**src/rtl/slufu_pkg.sv**
```systemverilog
package slufu_pkg;

  // Field widths
  localparam int POINT_W    = 8;
  localparam int COUNT_W    = 9;
  localparam int CFG_IDX_W  = 1;
  localparam int CFG_DATA_W = 9;

  localparam int MAX_POINTS_DEF = 256;
  localparam int TABLE_CAP      = 256;  // points are 8 bits wide

  // Register indexes
  localparam logic [CFG_IDX_W-1:0] CFG_POINTS_IN_USE   = 1'b0;
  localparam logic [CFG_IDX_W-1:0] CFG_TARGET_CLUSTERS = 1'b1;

  localparam logic [CFG_DATA_W-1:0] POINTS_RESET = 9'd256;
  localparam logic [CFG_DATA_W-1:0] TARGET_RESET = 9'd1;

  // Program steps
  typedef enum logic [2:0] {
    ST_IDLE    = 3'd0,
    ST_A_FETCH = 3'd1,
    ST_A_EVAL  = 3'd2,
    ST_B_SETUP = 3'd3,
    ST_B_FETCH = 3'd4,
    ST_B_EVAL  = 3'd5,
    ST_UNITE   = 3'd6,
    ST_EMIT    = 3'd7
  } step_t;

  // Datapath actions
  typedef enum logic [2:0] {
    ACT_ACCEPT,
    ACT_WAIT,
    ACT_EVAL_A,
    ACT_SETUP_B,
    ACT_EVAL_B,
    ACT_UNITE,
    ACT_EMIT
  } act_t;

  // Jump conditions
  typedef enum logic [2:0] {
    CND_NONE,
    CND_NO_INPUT,
    CND_NOT_ROOT,
    CND_SKIP_B,
    CND_OUT_BUSY
  } cond_t;

  typedef struct packed {
    act_t  act;
    cond_t cond;
    step_t target;
  } uword_t;

  // Control store: jump to target when the condition holds, else advance
  function automatic uword_t ucode(step_t s);
    uword_t w;
    unique case (s)
      ST_IDLE:    w = '{act: ACT_ACCEPT,  cond: CND_NO_INPUT, target: ST_IDLE};
      ST_A_FETCH: w = '{act: ACT_WAIT,    cond: CND_NONE,     target: ST_IDLE};
      ST_A_EVAL:  w = '{act: ACT_EVAL_A,  cond: CND_NOT_ROOT, target: ST_A_FETCH};
      ST_B_SETUP: w = '{act: ACT_SETUP_B, cond: CND_SKIP_B,   target: ST_EMIT};
      ST_B_FETCH: w = '{act: ACT_WAIT,    cond: CND_NONE,     target: ST_IDLE};
      ST_B_EVAL:  w = '{act: ACT_EVAL_B,  cond: CND_NOT_ROOT, target: ST_B_FETCH};
      ST_UNITE:   w = '{act: ACT_UNITE,   cond: CND_NONE,     target: ST_IDLE};
      ST_EMIT:    w = '{act: ACT_EMIT,    cond: CND_OUT_BUSY, target: ST_EMIT};
      default:    w = '{act: ACT_WAIT,    cond: CND_NONE,     target: ST_IDLE};
    endcase
    return w;
  endfunction

  // Clamp points_in_use to 1 .. max_pts
  function automatic logic [CFG_DATA_W-1:0] eff_points(logic [CFG_DATA_W-1:0] v,
                                                       int max_pts);
    logic [CFG_DATA_W-1:0] r;
    if (v == '0) begin
      r = CFG_DATA_W'(1);
    end else if (int'(v) > max_pts) begin
      r = CFG_DATA_W'(max_pts);
    end else begin
      r = v;
    end
    return r;
  endfunction

  // Zero target counts as one
  function automatic logic [CFG_DATA_W-1:0] eff_target(logic [CFG_DATA_W-1:0] v);
    return (v == '0) ? CFG_DATA_W'(1) : v;
  endfunction

endpackage

```
**src/rtl/single_linkage_union_find_unit.sv**
```systemverilog
// Union-find engine for single-linkage clustering.
// Input channel (in_valid/in_ready): one transaction is a merge edge
// (in_req_type 0, endpoints in_point_a/in_point_b) or a query of in_point_a
// (in_req_type 1). Each input transaction yields exactly one result
// transaction on out_valid/out_ready: the root of point_a, the merged and
// done_res flags and the remaining cluster count.
// Configuration channel (cfg_valid/cfg_ready, always ready): index 0 writes
// points_in_use and resets every point to a singleton at once; index 1 writes
// target_clusters. Write only while no item is in flight.
// A sequencer walks parent chains in a table memory with registered
// read. A query, or a merge edge that is ignored, walks only the chain
// above point_a before its result is registered; a merge that walks both
// chains also walks the chain above point_b and unites the two roots. A
// new item is taken in the cycle after its predecessor's result is
// registered, so the block takes no new item while one is in flight.
// Reset: all points are singletons, points_in_use 256, target_clusters 1.
// A stalled receiver holds the result register; the block waits in its last
// step until the result register is free and takes no new item meanwhile.
module single_linkage_union_find_unit #(
  parameter int MAX_POINTS = slufu_pkg::MAX_POINTS_DEF
) (
  input  logic                             clk,
  input  logic                             rst_n,
  input  logic                             in_valid,
  output logic                             in_ready,
  input  logic                             in_req_type,
  input  logic [slufu_pkg::POINT_W-1:0]    in_point_a,
  input  logic [slufu_pkg::POINT_W-1:0]    in_point_b,
  output logic                             out_valid,
  input  logic                             out_ready,
  output logic [slufu_pkg::POINT_W-1:0]    out_representative,
  output logic                             out_merged,
  output logic [slufu_pkg::COUNT_W-1:0]    out_cluster_count,
  output logic                             out_done_res,
  input  logic                             cfg_valid,
  output logic                             cfg_ready,
  input  logic [slufu_pkg::CFG_IDX_W-1:0]  cfg_index,
  input  logic [slufu_pkg::CFG_DATA_W-1:0] cfg_data
);

  localparam int TD = (MAX_POINTS < slufu_pkg::TABLE_CAP) ? MAX_POINTS
                                                          : slufu_pkg::TABLE_CAP;
  localparam int IW = $clog2(TD);
  localparam int PW = slufu_pkg::POINT_W;
  localparam int CW = slufu_pkg::COUNT_W;
  localparam int DW = slufu_pkg::CFG_DATA_W;

  // Sequencer
  slufu_pkg::step_t  step_r, step_nxt;
  slufu_pkg::uword_t uw;
  logic              jump;

  // Datapath registers
  logic [PW-1:0] x_r, x_nxt;
  logic [PW-1:0] b_r, b_nxt;
  logic [PW-1:0] ra_r, ra_nxt;
  logic [PW-1:0] rb_r, rb_nxt;
  logic          skip_r, skip_nxt;
  logic          done_r, done_nxt;
  logic          merged_r, merged_nxt;
  logic [CW-1:0] set_count_r, set_count_nxt;
  logic [DW-1:0] points_r, points_nxt;
  logic [DW-1:0] target_r, target_nxt;

  // Result register
  logic          out_valid_r, out_valid_nxt;
  logic [PW-1:0] out_rep_r, out_rep_nxt;
  logic          out_merged_r, out_merged_nxt;
  logic [CW-1:0] out_count_r, out_count_nxt;
  logic          out_done_r, out_done_nxt;

  // Parent table
  logic [IW-1:0] parent_mem [TD];
  logic [TD-1:0] vld_r;
  logic [IW-1:0] rd_data_r;
  logic          rd_vld_r;
  logic          wr_en;
  logic          tbl_clr;

  logic [DW-1:0] eff_n;
  logic [DW-1:0] eff_t;
  logic [PW-1:0] p_ext;
  logic          x_out;
  logic          root_hit;
  logic          out_free;
  logic          in_done;

  assign uw        = slufu_pkg::ucode(step_r);
  assign in_ready  = (uw.act == slufu_pkg::ACT_ACCEPT);
  assign cfg_ready = 1'b1;

  assign eff_n = slufu_pkg::eff_points(points_r, MAX_POINTS);
  assign eff_t = slufu_pkg::eff_target(target_r);

  // Parent of the current point; entries never written point to themselves
  assign p_ext    = rd_vld_r ? PW'(rd_data_r) : x_r;
  assign x_out    = ({1'b0, x_r} >= eff_n);
  assign root_hit = x_out || (p_ext == x_r);
  assign out_free = !out_valid_r || out_ready;
  assign in_done  = !in_req_type && (set_count_r <= eff_t);

  // Next state and datapath actions
  always_comb begin
    x_nxt          = x_r;
    b_nxt          = b_r;
    ra_nxt         = ra_r;
    rb_nxt         = rb_r;
    skip_nxt       = skip_r;
    done_nxt       = done_r;
    merged_nxt     = merged_r;
    set_count_nxt  = set_count_r;
    points_nxt     = points_r;
    target_nxt     = target_r;
    out_valid_nxt  = out_valid_r;
    out_rep_nxt    = out_rep_r;
    out_merged_nxt = out_merged_r;
    out_count_nxt  = out_count_r;
    out_done_nxt   = out_done_r;
    wr_en          = 1'b0;
    tbl_clr        = 1'b0;

    // Drop the result once taken
    if (out_valid_r && out_ready) begin
      out_valid_nxt = 1'b0;
    end

    unique case (uw.act)
      slufu_pkg::ACT_ACCEPT: begin
        if (in_valid) begin
          x_nxt      = in_point_a;
          b_nxt      = in_point_b;
          done_nxt   = in_done;
          merged_nxt = 1'b0;
          skip_nxt   = in_req_type || in_done || ({1'b0, in_point_a} >= eff_n) ||
                       ({1'b0, in_point_b} >= eff_n);
        end
      end
      slufu_pkg::ACT_WAIT: begin
      end
      slufu_pkg::ACT_EVAL_A: begin
        if (root_hit) begin
          ra_nxt = x_r;
        end else begin
          x_nxt = p_ext;
        end
      end
      slufu_pkg::ACT_SETUP_B: begin
        x_nxt = b_r;
      end
      slufu_pkg::ACT_EVAL_B: begin
        if (root_hit) begin
          rb_nxt = x_r;
        end else begin
          x_nxt = p_ext;
        end
      end
      slufu_pkg::ACT_UNITE: begin
        // Attach b's root under a's root
        if (ra_r != rb_r) begin
          wr_en         = 1'b1;
          set_count_nxt = set_count_r - CW'(1);
          merged_nxt    = 1'b1;
        end
      end
      slufu_pkg::ACT_EMIT: begin
        if (out_free) begin
          out_valid_nxt  = 1'b1;
          out_rep_nxt    = ra_r;
          out_merged_nxt = merged_r;
          out_count_nxt  = set_count_r;
          out_done_nxt   = done_r;
        end
      end
      default: begin
      end
    endcase

    unique case (uw.cond)
      slufu_pkg::CND_NONE:     jump = 1'b0;
      slufu_pkg::CND_NO_INPUT: jump = !in_valid;
      slufu_pkg::CND_NOT_ROOT: jump = !root_hit;
      slufu_pkg::CND_SKIP_B:   jump = skip_r;
      slufu_pkg::CND_OUT_BUSY: jump = !out_free;
      default:                 jump = 1'b0;
    endcase

    // Last step wraps back to idle
    step_nxt = jump ? uw.target : slufu_pkg::step_t'(step_r + 3'd1);

    // Configuration writes
    if (cfg_valid) begin
      unique case (cfg_index)
        slufu_pkg::CFG_POINTS_IN_USE: begin
          points_nxt    = cfg_data;
          set_count_nxt = CW'(slufu_pkg::eff_points(cfg_data, MAX_POINTS));
          tbl_clr       = 1'b1;
        end
        slufu_pkg::CFG_TARGET_CLUSTERS: begin
          target_nxt = cfg_data;
        end
        default: begin
        end
      endcase
    end
  end

  // Control state
  always_ff @(posedge clk) begin
    if (!rst_n) begin
      step_r      <= slufu_pkg::ST_IDLE;
      out_valid_r <= 1'b0;
      points_r    <= slufu_pkg::POINTS_RESET;
      target_r    <= slufu_pkg::TARGET_RESET;
      set_count_r <= CW'(slufu_pkg::eff_points(slufu_pkg::POINTS_RESET, MAX_POINTS));
    end else begin
      step_r      <= step_nxt;
      out_valid_r <= out_valid_nxt;
      points_r    <= points_nxt;
      target_r    <= target_nxt;
      set_count_r <= set_count_nxt;
    end
  end

  // Payload
  always_ff @(posedge clk) begin
    x_r          <= x_nxt;
    b_r          <= b_nxt;
    ra_r         <= ra_nxt;
    rb_r         <= rb_nxt;
    skip_r       <= skip_nxt;
    done_r       <= done_nxt;
    merged_r     <= merged_nxt;
    out_rep_r    <= out_rep_nxt;
    out_merged_r <= out_merged_nxt;
    out_count_r  <= out_count_nxt;
    out_done_r   <= out_done_nxt;
  end

  // Parent table memory: one write, one registered read per cycle
  always_ff @(posedge clk) begin
    if (wr_en) begin
      parent_mem[rb_r[IW-1:0]] <= ra_r[IW-1:0];
    end
    rd_data_r <= parent_mem[x_r[IW-1:0]];
  end

  // Entry valid bits; clear all on reset or a points_in_use write
  always_ff @(posedge clk) begin
    if (!rst_n || tbl_clr) begin
      vld_r    <= '0;
      rd_vld_r <= 1'b0;
    end else begin
      if (wr_en) begin
        vld_r[rb_r[IW-1:0]] <= 1'b1;
      end
      rd_vld_r <= vld_r[x_r[IW-1:0]];
    end
  end

  assign out_valid          = out_valid_r;
  assign out_representative = out_rep_r;
  assign out_merged         = out_merged_r;
  assign out_cluster_count  = out_count_r;
  assign out_done_res       = out_done_r;

endmodule

```
**config.mk**
```make
export PLATFORM = sky130hd
export DESIGN_NAME = single_linkage_union_find_unit
export DESIGN_NICKNAME = d
export VERILOG_FILES = /design/src/rtl/slufu_pkg.sv /design/src/rtl/single_linkage_union_find_unit.sv
export SDC_FILE = /design/constraint.sdc
export NUM_CORES = 2
export LEC_CHECK = 0
export ABC_AREA = 1
export BUFFER_PORTS_ARGS = -buffer_cell sky130_fd_sc_hd__buf_4
export CORE_MARGIN = 10
export CORE_UTILIZATION = 45
export DETAILED_ROUTE_END_ITERATION = 12
export SYNTH_ARGS = -nofsm -noshare
export SYNTH_HDL_FRONTEND = slang
export SYNTH_SLANG_ARGS = --single-unit
```
**constraint.sdc**
```tcl
create_clock -name clk -period 5.7 [get_ports clk]
set_input_delay 1.14 -clock clk [delete_from_list [all_inputs] [get_ports clk]]
set_output_delay 1.14 -clock clk [all_outputs]
set_load 0.02 [all_outputs]
```
==> results.md <==
- Outcome: finished, violations left
- Failing checks: max-capacitance violations, max-slew violations
- Fraction of layout cells with a size suffix above 1: 0.07474
- Logic pwr share: 0.337
- Critical path class: reg -> reg
- Core Util, Final: 0.5006
- Synth-to-Final Area Change: 10.84%
- Placer Congestion: 0.8819
- Routed len/inst: roughly 24 um
- Inserted Clock Buffers: 236
- Hold WC Path Type: reg -> reg
- FMAX: 239.2 MHz
- Synth warn: 0
- Final std cells w/o fill: 11500
- Max FO, Critical Path: between 60 and 70
- Sequential cell area fraction in the yosys report: 0.7062
- CTS tree: built
- CP delay by family, top: simple AND/OR/NAND/NOR gates
- FILL cells: 19050
- Distinct cells, synth: 46
- Nets: about 8500
- Final setup viols: 0
- Initial Utilization: 0.4517
- Share of the synthesized area in the top cell type: 0.6441
- Worst-skew pair later-pin latency: just under 900 ps
- Arrival time at the worst endpoint: 4670 ps
- Cell Rows: 171
- Asr flop ratio synth: 0
- Root Driver: clkbuf_16
- Final min period: 4180 ps
- CP peak stage delay: 860 ps
- Via count: 65850
- Clock tree buffer depth: 3
- Hold Vio Cnt, Final: 0
- Vias in the first global route: 63550
- Pin count of the biggest net entering global routing: 215
- Post-synthesis mux area share: 0
- Critical Path, Cell by Cell: buf_4 > nand2_1 > nand3_1 > nor2_1 > nand2_4 > nand2_4 > inv_6 > nand4_2 > nor2_1
- Part of the cycle the worst path needs: 0.7334
- Synth Area in Compound Gates: 0.02888
- P_int: 32.70 mW
- Leak: around 38 nW
- I/O Buffers: 52
- Pre-antenna DRT Iters: 6
- Top-count cell post-synth: nand2_1
- Slew HR: -0.07472
- Setup TNS: 0 ps
- Synth Instances: 8600
- Setup Buffers After CTS: 0
- H-tree levels: 4
- FF/Latch Area: 69210 um2
- Post-CTS Hold Fix Bufs: 0
- Placed cell count: around 11000
- PwrDens: around 490 nW/um2
- Total power: 52.77 mW
- Die height: 486.7 um
- Clock sink count: 2406
- First DRT Iteration DRCs: 7729
- CTS resizes: 0
- Synth Area in Simple Gates: 0.2304
- Syn nets: 8670
- Slew @ Worst Pin: 1606 ps
- Synthesis-stage register bit count: 2406
- Wirelength, routed: between 200 and 300 mm
- Dominant cell type by area after synthesis: edfxtp_1
- Reg clk slew, reported paths: 60 ps
- All-layer global routing usage: 0.2275
- First-pass GRT wire length: roughly 410 mm
- Core Area: 217000 um2
- Final Max Slew Viols: 4
- Boundary pin count: 54
- Reg power frac: 0.374
- Detailed placement HPWL: 155.5 mm
- Largest family of logic cells by synthesized area: simple AND/OR/NAND/NOR gates
- Post-Synth Adder-Cell Area: 0.004852
- Sw Share: 0.3805
- Synth top area cells: edfxtp_1 64%, nand3_1 11%, nand2_1 9.1%
- DR vias/cell: 5.726
- Synth Cell Area: ~98000 um2
- Psw: 20.08 mW
- Synth top cells by count: 2385 x nand2_1, 2249 x nand3_1, 2102 x edfxtp_1, 322 x clkbuf_1, 304 x dfxtp_1
- Routed Antenna Nets: 0
- Unrepaired setup endpoints after global routing: false
- Clk network pwr share: 0.289
- Setup crit end kind: flip-flop
- Syn_area_per_cell: 11.39 um2
- Startpoint Class: flip-flop
- Req. time, crit path: 6190 ps
- VDD IR max: 0.4839 mV
- Post-synth EDFFs: 2102
- Top_reg_cell synth: edfxtp_1
- Initial antenna violation count: 5
- Area of the multi-input gates: approximately 26000 um2
- Grt ovf: 0
- Xor-xnor portion of the synthesized cell area: 0.0008938
- Worst path slowest cell: nor2_1
- Die Wd: 486.7 um
- Buf/Inv on CP: 2
- Number of remaining DRC errors: 0
- Max cap viols: 1
- Clock skew: 51.77 ps
- Die area: approximately 240000 um2
==> stage by stage <==
step	worst slack [ps]	instance area [um2]	hold WS, ps
2_1_floorplan	542.5	97990	400.3
3_3_place_gp	1575	101000	404.1
3_5_place_dp	1587	101100	425.0
4_1_cts	1539	108600	408.8
5_1_grt	1333	108600	431.7
6_report	1520	108600	433.5
==> sequential cells by signal (all words and copies together), names as in the netlist, 8 cells and up <==
| register | flops |
|---|---|
| vld_r | 256 |
| rd_data_r | 8 |
| x_r | 8 |
| points_r | 9 |
| parent_mem | 2048 |
| out_cluster_count | 9 |
| out_representative | 8 |
| b_r | 8 |
| set_count_r | 9 |
| uw | 8 |
| target_r | 9 |
| ra_r | 8 |
| rb_r | 8 |
==> logic make-up after synthesis <==
group	after synthesis
adder cells (fa/ha/maj)	38
other	1
AND/OR/NAND/NOR	5034
AO/OA/AOI/OAI	423
buffers and inverters	688
XOR/XNOR	10
flip-flops	2406
==> cell usage in the layout (no fill, tap or decap), types with 13 or more instances in the layout <==
master     count
nand2_1     2385
nand3_1     2249
edfxtp_1    2102
dfxtp_1      304
nor2_1       271
o21a_1       256
clkbuf_16    239
buf_4        129
inv_1         85
nor2_4        81
o21ai_0       80
clkbuf_1      75
a21oi_1       58
clkinv_2      46
buf_12        42
ha_1          38
clkinv_1      32
clkbuf_8      26
inv_2         18
o22ai_1       13
==> worst reg2reg max path, stage by stage (launching register included) <==
cell,delay (ps)
edfxtp_1,350
buf_4,730
nand2_1,160
nand3_1,130
nor2_1,80
nand2_4,120
nand2_4,120
inv_6,420
nand4_2,800
nor2_1,870
==> power groups by stage <==
stage	Clock (mW)	Sequential (mW)	Combinational [mW]
5_1_grt	16.1	19.8	19.2
2_1_floorplan	0	20.3	10.9
3_5_place_dp	0	20.1	17.6
6_report	15.3	19.8	17.8
3_3_place_gp	0	20.1	17.4
4_1_cts	15.4	19.8	17.6
==> routing by layer <==
metal  global-route usage  up-vias  part of all wire
met1               0.3094    32480              0.41
met5                    0        -          0.000047
li1                     -    30080                 -
met3              0.04227      539             0.083
met4              0.08519        2             0.039
met2               0.3643     2744              0.47
==> path summary, 6_finish.rpt <==
kind / startpoint / to / slack, ps / cells past startpoint
max: ra_r[0]$_DFFE_PP_ / parent_mem[181][0]$_DFFE_PP_ / 1520 / 9
max reg2reg: ra_r[0]$_DFFE_PP_ / parent_mem[181][0]$_DFFE_PP_ / 1520 / 9
min: done_r$_DFFE_PP_ / out_done_res$_DFFE_PP_ / 430 / 0
min reg2reg: done_r$_DFFE_PP_ / out_done_res$_DFFE_PP_ / 430 / 0
==> cell type report <==
| cell class | instances | area share |
|---|---|---|
| Sequential cell | 2406 | 0.6372 |
| Clock inverter | 108 | 0.008605 |
| Inverter | 110 | 0.004112 |
| Clock buffer | 340 | 0.06095 |
| Timing Repair Buffer | 173 | 0.01701 |
| Tap cell | 2854 | 0.03288 |
| Multi-Input combinational cell | 5506 | 0.2392 |
| Antenna cell | 3 | 0.00006912 |
No activity file was read; power rests on OpenSTA's default activity.
